`src/sv/wav_riff_header_parser_defines.svh`:
```
// ---------------------------------------------------------------------------
// wav_riff_header_parser_defines.svh
// assertion macros used by the header parser module
// ---------------------------------------------------------------------------
`ifndef WAV_RIFF_HEADER_PARSER_DEFINES_SVH
`define WAV_RIFF_HEADER_PARSER_DEFINES_SVH

// same-cycle implication
`define WRHP_ASSERT_NOW(label, clk, rst, ante, cons, msg) \
  label: assert property (@(posedge clk) disable iff (rst) (ante) |-> (cons)) \
    else $error(msg);

// next-cycle implication
`define WRHP_ASSERT_NEXT(label, clk, rst, ante, cons, msg) \
  label: assert property (@(posedge clk) disable iff (rst) (ante) |=> (cons)) \
    else $error(msg);

`endif

```
`src/sv/wrhp_pkg.sv`:
```
// ---------------------------------------------------------------------------
// wrhp_pkg
// types, constants and format check of the riff/wave header parser
// ---------------------------------------------------------------------------
`default_nettype none

package wrhp_pkg;

  // width of the byte position counter, 16 to 32
  localparam int OFFSET_BITS = 32;
  localparam logic [OFFSET_BITS-1:0] POS_MAX = {OFFSET_BITS{1'b1}};

  localparam logic [31:0] MIN_HEADER_BYTES = 32'd20;
  localparam logic [31:0] DEFAULT_RATE_HIGH = 32'd44100;
  localparam logic [31:0] DEFAULT_RATE_LOW = 32'd22050;
  localparam logic [15:0] DEFAULT_CHANNELS = 16'd2;
  localparam logic [15:0] DEFAULT_BITS = 16'd16;

  localparam logic [15:0] FMT_PCM = 16'h0001;
  localparam logic [15:0] FMT_FLOAT = 16'h0003;
  localparam logic [15:0] FMT_EXTENSIBLE = 16'hFFFE;
  localparam logic [31:0] SIZE_UNKNOWN = 32'hFFFF_FFFF;

  // tags, first byte in the low lane
  localparam logic [31:0] TAG_RIFF = 32'h4646_4952;
  localparam logic [31:0] TAG_WAVE = 32'h4556_4157;
  localparam logic [31:0] TAG_FMT = 32'h2074_6D66;
  localparam logic [31:0] TAG_DATA = 32'h6174_6164;

  typedef enum logic [1:0] {
    PH_PRE,
    PH_HDR,
    PH_FMT,
    PH_SKIP
  } phase_t;

  typedef enum logic [3:0] {
    ST_OK          = 4'd0,
    ST_TOO_SHORT   = 4'd1,
    ST_BAD_RIFF    = 4'd2,
    ST_BAD_WAVE    = 4'd3,
    ST_TRUNC       = 4'd4,
    ST_FMT_SMALL   = 4'd5,
    ST_FMT_CUT     = 4'd6,
    ST_FLOAT       = 4'd7,
    ST_EXT         = 4'd8,
    ST_UNKNOWN_FMT = 4'd9,
    ST_CHANNELS    = 4'd10,
    ST_RATE        = 4'd11,
    ST_BITS        = 4'd12,
    ST_NO_FMT      = 4'd13,
    ST_NO_DATA     = 4'd14
  } status_t;

  typedef enum logic [1:0] {
    CFG_RATE_HIGH,
    CFG_RATE_LOW,
    CFG_CHANNELS,
    CFG_BITS
  } cfg_index_t;

  // checks a complete fmt body against the configured format
  function automatic status_t fmt_check(
    input logic [15:0] fmt,
    input logic [15:0] chan,
    input logic [31:0] rate,
    input logic [15:0] bits,
    input logic [31:0] exp_high,
    input logic [31:0] exp_low,
    input logic [15:0] exp_chan,
    input logic [15:0] exp_bits
  );
    status_t st;
    if (fmt == FMT_FLOAT) st = ST_FLOAT;
    else if (fmt == FMT_EXTENSIBLE) st = ST_EXT;
    else if (fmt != FMT_PCM) st = ST_UNKNOWN_FMT;
    else if (chan != exp_chan) st = ST_CHANNELS;
    else if ((rate != exp_high) && (rate != exp_low)) st = ST_RATE;
    else if (bits != exp_bits) st = ST_BITS;
    else st = ST_OK;
    return st;
  endfunction

endpackage

`default_nettype wire

```
`src/sv/wav_riff_header_parser.sv`:
```
// ---------------------------------------------------------------------------
// wav_riff_header_parser
// byte-stream riff/wave header parser with one result transaction per buffer
// ---------------------------------------------------------------------------
//  channel  | handshake              | payload
//  ---------+------------------------+------------------------------------------
//  input    | in_valid / in_stall    | header_byte, last_byte
//  result   | out_valid / out_stall  | status, channels, audio_rate,
//           |                        | sample_width, pcm_offset, pcm_length,
//           |                        | unknown_length
//  config   | cfg_valid / cfg_ready  | cfg_index, cfg_data
//
// One byte per cycle sustained while the result side is not stalled; a result passes
// the input register, then one pass of parse logic into the result register.
// Reset clears the parse state and loads the default expected format.
// in_stall rises only while the input register holds a byte and the result
// register is full and stalled; configuration writes are always ready.
// ---------------------------------------------------------------------------
`default_nettype none
`include "wav_riff_header_parser_defines.svh"

module wav_riff_header_parser (
  input  wire logic                 clk,
  input  wire logic                 rst,
  input  wire logic                 in_valid,
  output logic                      in_stall,
  input  wire logic [7:0]           header_byte,
  input  wire logic                 last_byte,
  output logic                      out_valid,
  input  wire logic                 out_stall,
  output wrhp_pkg::status_t         status,
  output logic [15:0]               channels,
  output logic [31:0]               audio_rate,
  output logic [15:0]               sample_width,
  output logic [31:0]               pcm_offset,
  output logic [31:0]               pcm_length,
  output logic                      unknown_length,
  input  wire logic                 cfg_valid,
  output logic                      cfg_ready,
  input  wire wrhp_pkg::cfg_index_t cfg_index,
  input  wire logic [31:0]          cfg_data
);
  import wrhp_pkg::*;

  // configuration
  logic [31:0] expected_rate_high;
  logic [31:0] expected_rate_low;
  logic [15:0] expected_channels;
  logic [15:0] expected_bits;

  // input register
  logic       in_q_valid;
  logic [7:0] byte_q;
  logic       last_q;

  // parse state
  logic [OFFSET_BITS-1:0] pos, pos_next;
  phase_t      phase, phase_next;
  logic [2:0]  hdr_count, hdr_count_next;
  logic [31:0] chunk_tag, chunk_tag_next;
  logic [31:0] chunk_length, chunk_length_next;
  logic [32:0] body_remaining, body_remaining_next;
  logic [31:0] body_offset, body_offset_next;
  logic [15:0] format_code, format_code_next;
  logic [15:0] channel_count, channel_count_next;
  logic [31:0] rate_value, rate_value_next;
  logic [15:0] sample_bits, sample_bits_next;
  logic        fmt_seen, fmt_seen_next;
  status_t     held_status, held_status_next;
  logic        finished, finished_next;

  // result of the current byte
  logic        res_valid;
  status_t     res_status;
  logic [15:0] res_channels;
  logic [31:0] res_rate;
  logic [15:0] res_bits;
  logic [31:0] res_offset;
  logic [31:0] res_size;
  logic        res_unknown;

  logic advance;
  logic step;

  // the input register moves on unless it holds a byte while the result register is full and stalled
  assign advance  = !in_q_valid || !out_valid || !out_stall;
  assign in_stall = !advance;
  assign step     = in_q_valid && advance;
  assign cfg_ready = 1'b1;

  // configuration writes
  always_ff @(posedge clk) begin
    if (rst) begin
      expected_rate_high <= DEFAULT_RATE_HIGH;
      expected_rate_low  <= DEFAULT_RATE_LOW;
      expected_channels  <= DEFAULT_CHANNELS;
      expected_bits      <= DEFAULT_BITS;
    end else if (cfg_valid && cfg_ready) begin
      case (cfg_index)
        CFG_RATE_HIGH: expected_rate_high <= cfg_data;
        CFG_RATE_LOW:  expected_rate_low  <= cfg_data;
        CFG_CHANNELS:  expected_channels  <= cfg_data[15:0];
        CFG_BITS:      expected_bits      <= cfg_data[15:0];
        default:       expected_bits      <= expected_bits;
      endcase
    end
  end

  // input register
  always_ff @(posedge clk) begin
    if (rst) begin
      in_q_valid <= 1'b0;
    end else if (advance) begin
      in_q_valid <= in_valid;
    end
  end

  always_ff @(posedge clk) begin
    if (advance) begin
      byte_q <= header_byte;
      last_q <= last_byte;
    end
  end

  // parse step for the byte in the input register
  always_comb begin
    logic        pad;
    logic [32:0] rem_full;
    status_t     chk;
    status_t     walk;

    pos_next            = pos;
    phase_next          = phase;
    hdr_count_next      = hdr_count;
    chunk_tag_next      = chunk_tag;
    chunk_length_next   = chunk_length;
    body_remaining_next = body_remaining;
    body_offset_next    = body_offset;
    format_code_next    = format_code;
    channel_count_next  = channel_count;
    rate_value_next     = rate_value;
    sample_bits_next    = sample_bits;
    fmt_seen_next       = fmt_seen;
    held_status_next    = held_status;
    finished_next       = finished;
    res_valid           = 1'b0;
    res_status          = ST_OK;
    res_channels        = '0;
    res_rate            = '0;
    res_bits            = '0;
    res_offset          = '0;
    res_size            = '0;
    res_unknown         = 1'b0;
    pad                 = 1'b0;
    rem_full            = '0;
    chk                 = ST_OK;
    walk                = ST_NO_FMT;

    if (!finished) begin
      if ((32'(pos) == MIN_HEADER_BYTES - 32'd1) && (held_status != ST_OK)) begin
        // preamble errors surface once the buffer is known to be long enough
        res_valid  = 1'b1;
        res_status = held_status;
      end else begin
        case (phase)
          PH_PRE: begin
            if ((pos < OFFSET_BITS'(4)) && (byte_q != TAG_RIFF[{pos[1:0], 3'b000} +: 8])
                && (held_status == ST_OK)) begin
              held_status_next = ST_BAD_RIFF;
            end
            if ((pos >= OFFSET_BITS'(8)) && (pos < OFFSET_BITS'(12))
                && (byte_q != TAG_WAVE[{pos[1:0], 3'b000} +: 8])
                && (held_status == ST_OK)) begin
              held_status_next = ST_BAD_WAVE;
            end
            if (pos >= OFFSET_BITS'(11)) begin
              phase_next        = PH_HDR;
              hdr_count_next    = '0;
              chunk_tag_next    = '0;
              chunk_length_next = '0;
            end
          end

          PH_HDR: begin
            // tag then length, little endian
            if (!hdr_count[2]) begin
              chunk_tag_next[{hdr_count[1:0], 3'b000} +: 8] =
                chunk_tag[{hdr_count[1:0], 3'b000} +: 8] | byte_q;
            end else begin
              chunk_length_next[{hdr_count[1:0], 3'b000} +: 8] =
                chunk_length[{hdr_count[1:0], 3'b000} +: 8] | byte_q;
            end
            hdr_count_next = hdr_count + 3'd1;
            if (hdr_count == 3'd7) begin
              pad      = chunk_length_next[0];
              rem_full = {1'b0, chunk_length_next} + {32'd0, pad};
              if (chunk_tag_next == TAG_FMT) begin
                if (chunk_length_next < 32'd16) begin
                  res_valid  = 1'b1;
                  res_status = ST_FMT_SMALL;
                end else begin
                  body_remaining_next = rem_full;
                  body_offset_next    = '0;
                  phase_next          = PH_FMT;
                end
              end else if (chunk_tag_next == TAG_DATA) begin
                res_valid  = 1'b1;
                res_status = fmt_seen ? ST_OK : ST_NO_FMT;
              end else begin
                body_remaining_next = rem_full;
                phase_next          = (rem_full != 33'd0) ? PH_SKIP : PH_HDR;
              end
              chunk_tag_next = '0;
              if ((res_valid || (phase_next == PH_HDR)) && !(res_valid && res_status == ST_OK))
              begin
                chunk_length_next = '0;
              end
            end
          end

          PH_FMT: begin
            // capture fields of the fmt body by offset
            if (body_offset < 32'd2) begin
              format_code_next[{body_offset[0], 3'b000} +: 8] = byte_q;
            end else if (body_offset < 32'd4) begin
              channel_count_next[{body_offset[0], 3'b000} +: 8] = byte_q;
            end else if (body_offset < 32'd8) begin
              rate_value_next[{body_offset[1:0], 3'b000} +: 8] = byte_q;
            end else if ((body_offset >= 32'd14) && (body_offset < 32'd16)) begin
              sample_bits_next[{body_offset[0], 3'b000} +: 8] = byte_q;
            end
            body_remaining_next = body_remaining - 33'd1;
            body_offset_next    = body_offset + 32'd1;
            if (({1'b0, body_offset} + 33'd1) == {1'b0, chunk_length}) begin
              chk = fmt_check(format_code_next, channel_count_next, rate_value_next,
                              sample_bits_next, expected_rate_high, expected_rate_low,
                              expected_channels, expected_bits);
              if (chk != ST_OK) begin
                res_valid  = 1'b1;
                res_status = chk;
              end else begin
                fmt_seen_next = 1'b1;
              end
            end
            if (!res_valid && (body_remaining_next == 33'd0)) begin
              phase_next        = PH_HDR;
              chunk_length_next = '0;
            end
          end

          PH_SKIP: begin
            body_remaining_next = body_remaining - 33'd1;
            if (body_remaining_next == 33'd0) begin
              phase_next        = PH_HDR;
              chunk_length_next = '0;
            end
          end

          default: begin
            phase_next = PH_PRE;
          end
        endcase
      end

      // end of buffer without a result yet
      if (!res_valid && last_q) begin
        res_valid = 1'b1;
        walk      = fmt_seen_next ? ST_NO_DATA : ST_NO_FMT;
        if ((32'(pos) + 32'd1) < MIN_HEADER_BYTES) begin
          res_status = ST_TOO_SHORT;
        end else begin
          case (phase_next)
            PH_HDR:  res_status = (hdr_count_next != 3'd0) ? ST_TRUNC : walk;
            PH_FMT:  res_status = (body_remaining_next > {32'd0, chunk_length_next[0]})
                                  ? ST_FMT_CUT : walk;
            PH_SKIP: res_status = (body_remaining_next > {32'd0, chunk_length_next[0]})
                                  ? ST_TRUNC : walk;
            default: res_status = ST_TOO_SHORT;
          endcase
        end
      end

      if (pos != POS_MAX) begin
        pos_next = pos + OFFSET_BITS'(1);
      end
    end

    // result payload, zero except for a good data header
    if (res_valid) begin
      finished_next = 1'b1;
      if (res_status == ST_OK) begin
        res_channels = channel_count_next;
        res_rate     = rate_value_next;
        res_bits     = sample_bits_next;
        res_offset   = 32'(pos_next);
        res_size     = chunk_length_next;
        res_unknown  = (chunk_length_next == SIZE_UNKNOWN);
      end
    end

    // the byte after the last one starts a new buffer
    if (last_q) begin
      pos_next            = '0;
      phase_next          = PH_PRE;
      hdr_count_next      = '0;
      chunk_tag_next      = '0;
      chunk_length_next   = '0;
      body_remaining_next = '0;
      body_offset_next    = '0;
      format_code_next    = '0;
      channel_count_next  = '0;
      rate_value_next     = '0;
      sample_bits_next    = '0;
      fmt_seen_next       = 1'b0;
      held_status_next    = ST_OK;
      finished_next       = 1'b0;
    end
  end

  // parse state registers
  always_ff @(posedge clk) begin
    if (rst) begin
      pos            <= '0;
      phase          <= PH_PRE;
      hdr_count      <= '0;
      chunk_tag      <= '0;
      chunk_length   <= '0;
      body_remaining <= '0;
      body_offset    <= '0;
      format_code    <= '0;
      channel_count  <= '0;
      rate_value     <= '0;
      sample_bits    <= '0;
      fmt_seen       <= 1'b0;
      held_status    <= ST_OK;
      finished       <= 1'b0;
    end else if (step) begin
      pos            <= pos_next;
      phase          <= phase_next;
      hdr_count      <= hdr_count_next;
      chunk_tag      <= chunk_tag_next;
      chunk_length   <= chunk_length_next;
      body_remaining <= body_remaining_next;
      body_offset    <= body_offset_next;
      format_code    <= format_code_next;
      channel_count  <= channel_count_next;
      rate_value     <= rate_value_next;
      sample_bits    <= sample_bits_next;
      fmt_seen       <= fmt_seen_next;
      held_status    <= held_status_next;
      finished       <= finished_next;
    end
  end

  // result register
  always_ff @(posedge clk) begin
    if (rst) begin
      out_valid <= 1'b0;
    end else if (step && res_valid) begin
      out_valid <= 1'b1;
    end else if (out_valid && !out_stall) begin
      out_valid <= 1'b0;
    end
  end

  always_ff @(posedge clk) begin
    if (step && res_valid) begin
      status         <= res_status;
      channels       <= res_channels;
      audio_rate     <= res_rate;
      sample_width   <= res_bits;
      pcm_offset     <= res_offset;
      pcm_length     <= res_size;
      unknown_length <= res_unknown;
    end
  end

  // checks
  `WRHP_ASSERT_NOW(a_err_fields_zero, clk, rst, out_valid && (status != ST_OK), (channels == 16'd0) && (audio_rate == 32'd0) && (pcm_offset == 32'd0) && (pcm_length == 32'd0) && !unknown_length, "error result carries nonzero fields")
  `WRHP_ASSERT_NOW(a_unknown_len, clk, rst, out_valid && (status == ST_OK), unknown_length == (pcm_length == SIZE_UNKNOWN), "unknown_length disagrees with pcm_length")
  `WRHP_ASSERT_NEXT(a_one_per_buffer, clk, rst, step && res_valid && !last_q, finished, "buffer not marked finished after its result")
  `WRHP_ASSERT_NOW(a_preamble_pos, clk, rst, phase == PH_PRE, pos <= OFFSET_BITS'(11), "preamble phase past byte 11")

endmodule

`default_nettype wire
```
`config.mk`:
```
export PLATFORM = sky130hd
export DESIGN_NAME = wav_riff_header_parser
export DESIGN_NICKNAME = d
export VERILOG_FILES = /design/src/sv/wrhp_pkg.sv /design/src/sv/wav_riff_header_parser.sv
export VERILOG_INCLUDE_DIRS = /design/src /design/src/sv
export SDC_FILE = /design/constraint.sdc
export NUM_CORES = 2
export LEC_CHECK = 0
export BUFFER_PORTS_ARGS = -buffer_cell sky130_fd_sc_hd__buf_4
export CAP_MARGIN = 40
export CORE_MARGIN = 3
export CORE_UTILIZATION = 55
export DETAILED_ROUTE_END_ITERATION = 8
export HOLD_SLACK_MARGIN = 0.12
export PLACE_DENSITY = 0.73
export SLEW_MARGIN = 15
export SYNTH_ARGS = -nofsm -noshare
export SYNTH_HDL_FRONTEND = slang
export SYNTH_SLANG_ARGS = --single-unit
```
`constraint.sdc`:
```
create_clock -name clk -period 15.8 [get_ports clk]
set_clock_uncertainty 0.1 [all_clocks]
set_input_delay 2.37 -clock clk [delete_from_list [all_inputs] [get_ports clk]]
set_output_delay 2.37 -clock clk [all_outputs]
set_load 0.01 [all_outputs]
```
==> summary.md <==
### Pwr
• 79.3 mW/mm^2 — ratio of total power to cell area
• 11.8 nW — leakage power
• 0.0787 mV — maximum resistive drop on vdd

### Setup path
• ha_1 — slowest stage cell, crit path
• 16.14 ns — required time at the worst-slack endpoint
• 3 — number of buffer and inverter stages on the critical path
• flop to flop — WS Path Type
• compound AO/OA/AOI/OAI gates — CP top delay family
• 6.95 ns — minimum setup slack among reg-to-reg paths
• flop — startpoint class of the critical path
• 9.20 ns — data arrival time of the critical path
• 0.53 ns — Largest stage delay, worst path
• ha_1 — CP dominant cell by count
• flop — Setup crit end kind
• 55 — CP max FO

### Yosys
• 490 — register bit total from synthesis
• 0 — Warnings, synthesis
• 7.80 sq um — average cell area after synthesis
• 4064 — instance count of the mapped netlist
• dfxtp_1 — largest area contributor in the netlist
• 0% — asr flop ratio synth
• 4139 — syn_nets
• 35.4% — portion of the post-synthesis area used by sequential elements
• 0.0317 sq mm — netlist area before placement
• dfxtp_1 — most frequently used flop master after synthesis
• 142 — Post-synth EDFFs
• 22.0% — area share of the largest cell type after synthesis
• 113 — count of unique library cells instantiated by Yosys
• dfxtp_1, edfxtp_1, nand2_1 — leading post-synthesis cells by cell area

### Timing
• 8.85 ns — Min Clock Period, post-route
• 0 — max-slew violation total from the final report
• 0 — number of setup violations in the final report
• 0.981 ns — Least-Margin Pin Slew
• no — RSZ-0062 raised after global routing
• 0.113 GHz — max frequency
• 56.0% — portion of the clock cycle consumed by the worst path in the final layout
• 0 — Fin. Hold Viols
• 0 ns — setup TNS after final layout
• 6.95 ns — fin worst setup slack
• 33.7% — max-slew headroom at the worst pin

### Detailed routing
• 0 — DRC
• 6.69 — post-DR vias/cell
• 4450 — iteration-0 DRC count of the detailed router
• 6 — number of iterations in the first detailed-routing pass
• 32.5k — Vias
• 117000 um — aggregate routed wire length
• 24.0 um — average wire per cell in the routed design
• 0 — Antenna Violating Nets Remaining

### Global route
• 0 — sum of overflow across all layers after global routing
• 1 — antenna violations before repair
• 90 — largest net degree at the start of global routing
• 37.0% — Overall Global Routing Usage
• 29.4k — via count of the first global-routing pass
• 176000 um — first-pass GRT wire length

### CTS
• 3 — maximum buffer depth of the clock tree
• built — TritonCTS clock tree
• 0 — # resized after CTS
• 0 — number of buffers inserted by post-CTS setup repair
• 0.06 ns — clock slew at reported path FFs
• clkbuf_16 — clock root buffer
• 52 — number of clock buffers inserted by TritonCTS
• 0.64 ns — Clk Latency, worst-skew pair
• 2 — # H-tree levels
• 0 — Hold-fix buffers, CTS
• 490 — clock tree sinks

### Floorplanning
• 246 um — Die Width
• 0.0567 sq mm — Core ar.
• 246 um — die outline height
• 55.9% — effective utilization at floorplan
• 0.0606 sq mm — overall die area
• 184 — number of I/O pins
• 87 — placement row count

### Min path
• flop to flop — hold crit path type

### Placed design
• 182 — port bufs
• 81800 um — post-detailed-placement half-perimeter wirelength
• 7.27 ns — worst slack after detailed placement
• 1.07 — final estimated routing congestion in global placement

### Job
• 0 — Max-cap violations

### Final layout
• 10.7% — synthesis-to-finish area growth
• 0 — Antenna Diode Count
• 4132 — Post-layout nets
• 10.4% — ratio of cells with drive above 1 in the final layout

### Outcome
• finished, final reports clean — status

kinds of logic (layout without fill, tap and decap cells):
kind of cell    Yosys count  in the layout  share of synthesized area [%]
xor+xnor                217            217                           6.04
other cells               1              1                         0.0118
compound gates         1079           1079                           22.0
simple gates           1795           1795                           28.2
flops                   490            490                           35.4
mux                      67             67                           2.22
buf+inv                 388            424                           4.98
fa+ha+maj                27             27                           1.07
state kept, by name, indices dropped and copies added, names as in the netlist, 32 cells and up:
name,cells
body_remaining,33
expected_rate_low,32
audio_rate,32
chunk_length,32
pcm_offset,32
body_offset,32
pcm_length,32
pos,32
chunk_tag,32
rate_value,32
expected_rate_high,32
synth_stat cells, drive strengths merged, types with 16 or more instances:
| master | instances |
|---|---|
| a32oi | 18 |
| mux2i | 50 |
| o21a | 19 |
| or2 | 19 |
| nand2b | 33 |
| nor4 | 82 |
| a22oi | 154 |
| nand3 | 114 |
| a211oi | 18 |
| nor2b | 66 |
| nor3 | 113 |
| nand2 | 517 |
| dfxtp | 348 |
| and2 | 46 |
| o31ai | 20 |
| and3 | 34 |
| edfxtp | 142 |
| or3 | 40 |
| o2111ai | 16 |
| a22o | 21 |
| xnor2 | 130 |
| or4 | 25 |
| buf | 71 |
| a31oi | 40 |
| xor2 | 86 |
| inv | 77 |
| and4 | 18 |
| nand4 | 79 |
| mux2 | 16 |
| nor3b | 27 |
| ha | 27 |
| o21ai | 204 |
| clkbuf | 239 |
| o211ai | 29 |
| a21oi | 370 |
| nor2 | 489 |
| nand3b | 33 |
| o22ai | 19 |
layout make-up:
cell class / count / area, sq um
fill: 5160 / 21600
multi-input combinational: 3186 / 18900
sequential: 490 / 11200
timing repair buffer: 249 / 1950
clock buffer: 74 / 1460
tap: 756 / 946
inverter: 78 / 293
clock inverter: 23 / 269
layer usage:
metal  up-vias  GRT usage (%)  share of wire [%]
met1     15366           50.9                 41
met4         0           16.7                5.1
li1      14735              -                  -
met5         -              0                  0
met3       402           6.73                 10
met2      2006           56.6                 44
layout by cell type, fill, tap and decap left out, types with 109 or more instances in the layout:
cell        n
nor3_1    109
o21ai_0   185
nand3_1   111
buf_4     237
edfxtp_1  142
nor2_1    486
a21oi_1   368
nand2_1   514
a22oi_1   153
dfxtp_1   347
xnor2_1   130
worst min-delay path: cells and delay by family (launching register included):
kind             cells  cell delay [ns]
AO/OA/AOI/OAI        1             0.05
flip-flops           1             0.31
AND/OR/NAND/NOR      1             0.05
per-stage QoR:
step	utilization (%)	instances	instance area, sq um	power, mW	hold WS, ns
4_1_cts	61.8	4854	35100	2.78	0.370
5_1_grt	61.9	4856	35100	2.85	0.378
3_5_place_dp	58.8	4757	33300	1.54	0.360
3_3_place_gp	58.5	4744	33200	1.53	0.343
2_1_floorplan	-	4064	31700	1.46	0.336
6_report	61.9	4856	35100	2.78	0.368
where the power goes:
part           switching [mW]  internal, mW
Sequential             0.0167          1.31
Clock                   0.552         0.715
Combinational           0.126        0.0607
Total                   0.694          2.09
final timing paths:
path | depth (start not counted) | startpoint | to
worst min register to register | 2 | expected_channels[7]$_SDFFE_PP0P_ | expected_channels[7]$_SDFFE_PP0P_
worst max register to register | 28 | hdr_count[1]$_SDFFE_PP0P_ | status[1]$_DFFE_PP_
worst min-delay path | 2 | expected_channels[7]$_SDFFE_PP0P_ | expected_channels[7]$_SDFFE_PP0P_
worst max-delay path | 28 | hdr_count[1]$_SDFFE_PP0P_ | status[1]$_DFFE_PP_
Note: power is estimated with default switching activity, not from simulation.
